## src/hdl/fskun_pkg.sv

```systemverilog
// ----------------------------------------------------------------------------
// fskun_pkg
// Shared constants and types for the keyed ULP nudge pipeline.
// ----------------------------------------------------------------------------
package fskun_pkg;

  localparam int unsigned NumStages = 5;

  // register stage indexes
  localparam int unsigned StgZ   = 0;
  localparam int unsigned StgP1  = 1;
  localparam int unsigned StgP2  = 2;
  localparam int unsigned StgKey = 3;
  localparam int unsigned StgOut = 4;

  // splitmix64 finalizer constants, split in 32-bit halves
  localparam logic [31:0] GoldenLo = 32'h7F4A_7C15;
  localparam logic [31:0] GoldenHi = 32'h9E37_79B9;
  localparam logic [31:0] MulALo   = 32'h1CE4_E5B9;
  localparam logic [31:0] MulAHi   = 32'hBF58_476D;
  localparam logic [31:0] MulBLo   = 32'h1331_11EB;
  localparam logic [31:0] MulBHi   = 32'h94D0_49BB;

  localparam logic [7:0]  ExpMax   = 8'hFF;
  localparam logic [22:0] MantMin  = 23'd2;
  localparam logic [22:0] MantMax  = 23'h7F_FFFD;

  typedef struct packed {
    logic [NumStages-1:0] en;
    logic [NumStages-1:0] vld;
  } pipe_ctrl_t;

endpackage

```

## src/hdl/fskun_ctrl.sv

```systemverilog
// ----------------------------------------------------------------------------
// fskun_ctrl
// Valid bits and per-stage load enables; a stage loads when it is empty or
// the stage after it moves on.
// ----------------------------------------------------------------------------
module fskun_ctrl (
  input  logic                  clk_i,
  input  logic                  rst_ni,
  input  logic                  in_valid_i,
  input  logic                  out_stall_i,
  output fskun_pkg::pipe_ctrl_t ctrl_o
);

  logic [fskun_pkg::NumStages-1:0] vld_q;
  logic [fskun_pkg::NumStages-1:0] vld_d;
  logic [fskun_pkg::NumStages-1:0] en;

  always_comb begin
    en[fskun_pkg::NumStages-1] = !vld_q[fskun_pkg::NumStages-1] || !out_stall_i;
    for (int i = fskun_pkg::NumStages - 2; i >= 0; i--) begin
      en[i] = !vld_q[i] || en[i+1];
    end
  end

  always_comb begin
    vld_d = vld_q;
    if (en[0]) begin
      vld_d[0] = in_valid_i;
    end
    for (int i = 1; i < fskun_pkg::NumStages; i++) begin
      if (en[i]) begin
        vld_d[i] = vld_q[i-1];
      end
    end
  end

  always_ff @(posedge clk_i or negedge rst_ni) begin
    if (!rst_ni) begin
      vld_q <= '0;
    end else begin
      vld_q <= vld_d;
    end
  end

  assign ctrl_o.en  = en;
  assign ctrl_o.vld = vld_q;

endmodule

```

## config.mk

```make
export PLATFORM = sky130hd
export DESIGN_NAME = fskun_ctrl
export DESIGN_NICKNAME = d
export VERILOG_FILES = /design/src/hdl/fskun_pkg.sv /design/src/hdl/fskun_ctrl.sv
export SDC_FILE = /design/constraint.sdc
export NUM_CORES = 1
export LEC_CHECK = 0
export ABC_AREA = 1
export BUFFER_PORTS_ARGS = -buffer_cell sky130_fd_sc_hd__buf_2
export CAP_MARGIN = 5
export CORE_AREA = 2 2 39 41
export DETAILED_ROUTE_END_ITERATION = 6
export DIE_AREA = 0 0 41 43
export PLACE_DENSITY = 0.38
export SLEW_MARGIN = 0
export SYNTH_ARGS = -nofsm -noshare
export SYNTH_HDL_FRONTEND = slang
export SYNTH_SLANG_ARGS = --single-unit
export TNS_END_PERCENT = 10
```

## constraint.sdc

```tcl
create_clock -name clk_i -period 1.2 [get_ports clk_i]
set_clock_uncertainty 0.2 [all_clocks]
set_input_delay 0.24 -clock clk_i [delete_from_list [all_inputs] [get_ports clk_i]]
set_output_delay 0.24 -clock clk_i [all_outputs]
set_load 0.01 [all_outputs]
```

==> flow_summary.json <==
{
  "status": "finished, violations left",
  "violations": "setup timing",
  "gr-total-overflow": 0,
  "ioPinCount": 14,
  "tightest_slew_ps": 161,
  "synth_edf_count": 0,
  "maxCapViolations": 0,
  "cts.path.max_buffers": 2,
  "synthTopCellsByArea": "dfrtp_1, nand4_4, nor2_8",
  "met3_usage_pct": 5.76,
  "finalCritPeriodShare_pct": 126,
  "syn-instance-count": 20,
  "synth_common_cells": "dfrtp_1, inv_1, nand2_1, nand2_2",
  "setup_slack_ps": -311,
  "start_util_pct": 16.7,
  "die_y_um": 43,
  "syn_area_per_cell_sq_um": 11.6,
  "rows": 14,
  "syn-num-nets": 24,
  "slew_violations": 0,
  "ir_drop_uv": 519,
  "netlist.area_leader.share_pct": 54.1,
  "clk_latency_ps": 240,
  "ys.flop_type": "dfrtp_1",
  "synth_mux_area_share_pct": 0,
  "synthArstFlopShare_pct": 100,
  "fmax_ghz": 0.662,
  "syn_area_sq_um": 231,
  "grt_pass1_vias": 247,
  "synth-seq-cells": 5,
  "finalCoreUtilization_pct": 31.0,
  "crit_required_ps": 760,
  "grt_pass1_wl_mm": 1.07,
  "path_max_fanout": 5,
  "root_buffer": "clkbuf_4",
  "fp.dieW_um": 41,
  "cts.sinks": 5,
  "cts_made_buffers": 3,
  "use_met2_pct": 14.4,
  "yosysMostFrequentCell": "dfrtp_1",
  "yosys.area_share.adder_pct": 0,
  "routabilityCongestion": 0.620,
  "power.density_nw_per_um2": 1400,
  "portBuffers": 13,
  "yosys.area_share.simple_pct": 37.8,
  "vias": 211,
  "finalSetupViolCount": 10,
  "yosys_warnings": 0,
  "use_met1_pct": 9.48,
  "post-route-min-period_ps": 1510,
  "hold_viol_final": 0,
  "cts-htree-levels": 1,
  "drc": 0,
  "yosys.area_share.xor_xnor_pct": 0,
  "avgRoutedWirePerCell_um": 10.8,
  "synth-seq-area-share_pct": 54.1,
  "p_leak_nw": 0.209,
  "antenna_found_initial": 0,
  "holdCritPathClass": "in2async",
  "cp-start-kind": "flop",
  "hold_ws_ps": 145,
  "drt_iter0_drc": 1,
  "viasPerCell": 3.70,
  "n_antenna_cell": 0,
  "tritoncts": "yes",
  "reg.largest.list": "vld_q: 5 flops",
  "synth_largest_area_cell": "dfrtp_1",
  "core_area_sq_um": 1380,
  "busiest_layer": "met2",
  "cp-end-kind": "output pin",
  "crit_type": "reg2out",
  "grt_start_max_net_pins": 6,
  "top_register": "vld_q",
  "drive_above_1_share_pct": 65.9,
  "area_growth_pct": 85.4,
  "wl_um": 613,
  "final_nets": 46,
  "synth-compound-area-share_pct": 0,
  "arrival_ps": 1070,
  "post_cts_buffers": 0,
  "dieArea_sq_um": 1760,
  "setup_tns_ps": -1580,
  "clk_pin_slew_ps": 40,
  "synthDistinctLibCells": 9,
  "ant_nets": 0,
  "grt_setup_unrepaired": "true",
  "grtUsageTotal_pct": 9.89,
  "largest_reg_flops": 5,
  "relSlewSlack_pct": 89.3,
  "drt_pass1_iterations": 3,
  "synth_top_family_by_area": "simple AND/OR/NAND/NOR gates"
}
## repair_timing
action	in CTS	in global routing
resized for setup	8	1
hold buffers	2	0
setup endpoints to repair	10	11
endpoints found under the hold margin	6	0
## per-stage QoR
stage / power (mW) / instance area [sq um] / worst slack (ps) / instances
final: 0.599 / 429 / -311 / 57
after global routing: 0.651 / 429 / -386 / 57
after CTS: 0.611 / 423 / -337 / 57
after detailed placement: 0.362 / 337 / -74.0 / 51
after global placement: 0.357 / 337 / -44.5 / 51
after floorplan: 0.295 / 236 / 15.0 / 20
## worst paths after layout
check,from,endpoint,slack (ps),depth (start not counted)
setup / recovery,vld_q[3],ctrl_o[5],-310,4
hold / removal,rst_ni,vld_q[3],150,2
setup reg to reg,vld_q[3],vld_q[0],60,5
hold reg to reg,vld_q[3],vld_q[4],350,2
max in group asynchronous,rst_ni,vld_q[1],500,2
min in group clk_i,out_stall_i,vld_q[4],190,4
## final cells by class
class | instances | area, sq um
Fill cell | 150 | 955
Timing Repair Buffer | 17 | 144
Sequential cell | 5 | 128
Multi-Input combinational cell | 10 | 92.6
Clock buffer | 4 | 26.3
Tap cell | 16 | 20.0
Inverter | 5 | 18.8
## critical path, cell delays in order, from the launching register on
cell	delay, ps
dfrtp_1	370
inv_2	80
nor2_8	160
nand4_4	90
buf_6	130
## power breakdown
part / switching, mW / internal [mW]
clock network: 0.0680 / 0.126
logic: 0.0833 / 0.0990
registers: 0.0321 / 0.191
## cells in the final DEF (no fill, tap or decap), drive strengths merged
cell | Yosys | layout
nand4 | 1 | 1
nand2 | 6 | 6
inv | 5 | 5
nand3 | 1 | 1
dfrtp | 5 | 5
nor2 | 1 | 1
clkbuf | 0 | 4
or2 | 1 | 1
buf | 0 | 15
dlygate4sd3 | 0 | 2
## per-layer routing
layer / up-vias / share of wire (%)
met5: - / 0
li1: 100 / -
met2: 14 / 50
met3: 0 / 10
met4: 0 / 0
met1: 97 / 39
## cell families (layout without fill, tap and decap cells)
family,Yosys count,after routing
DFF,5,5
and+or+nand+nor,10,10
buffers and inverters,5,26
(Power assumes the default switching activity.)
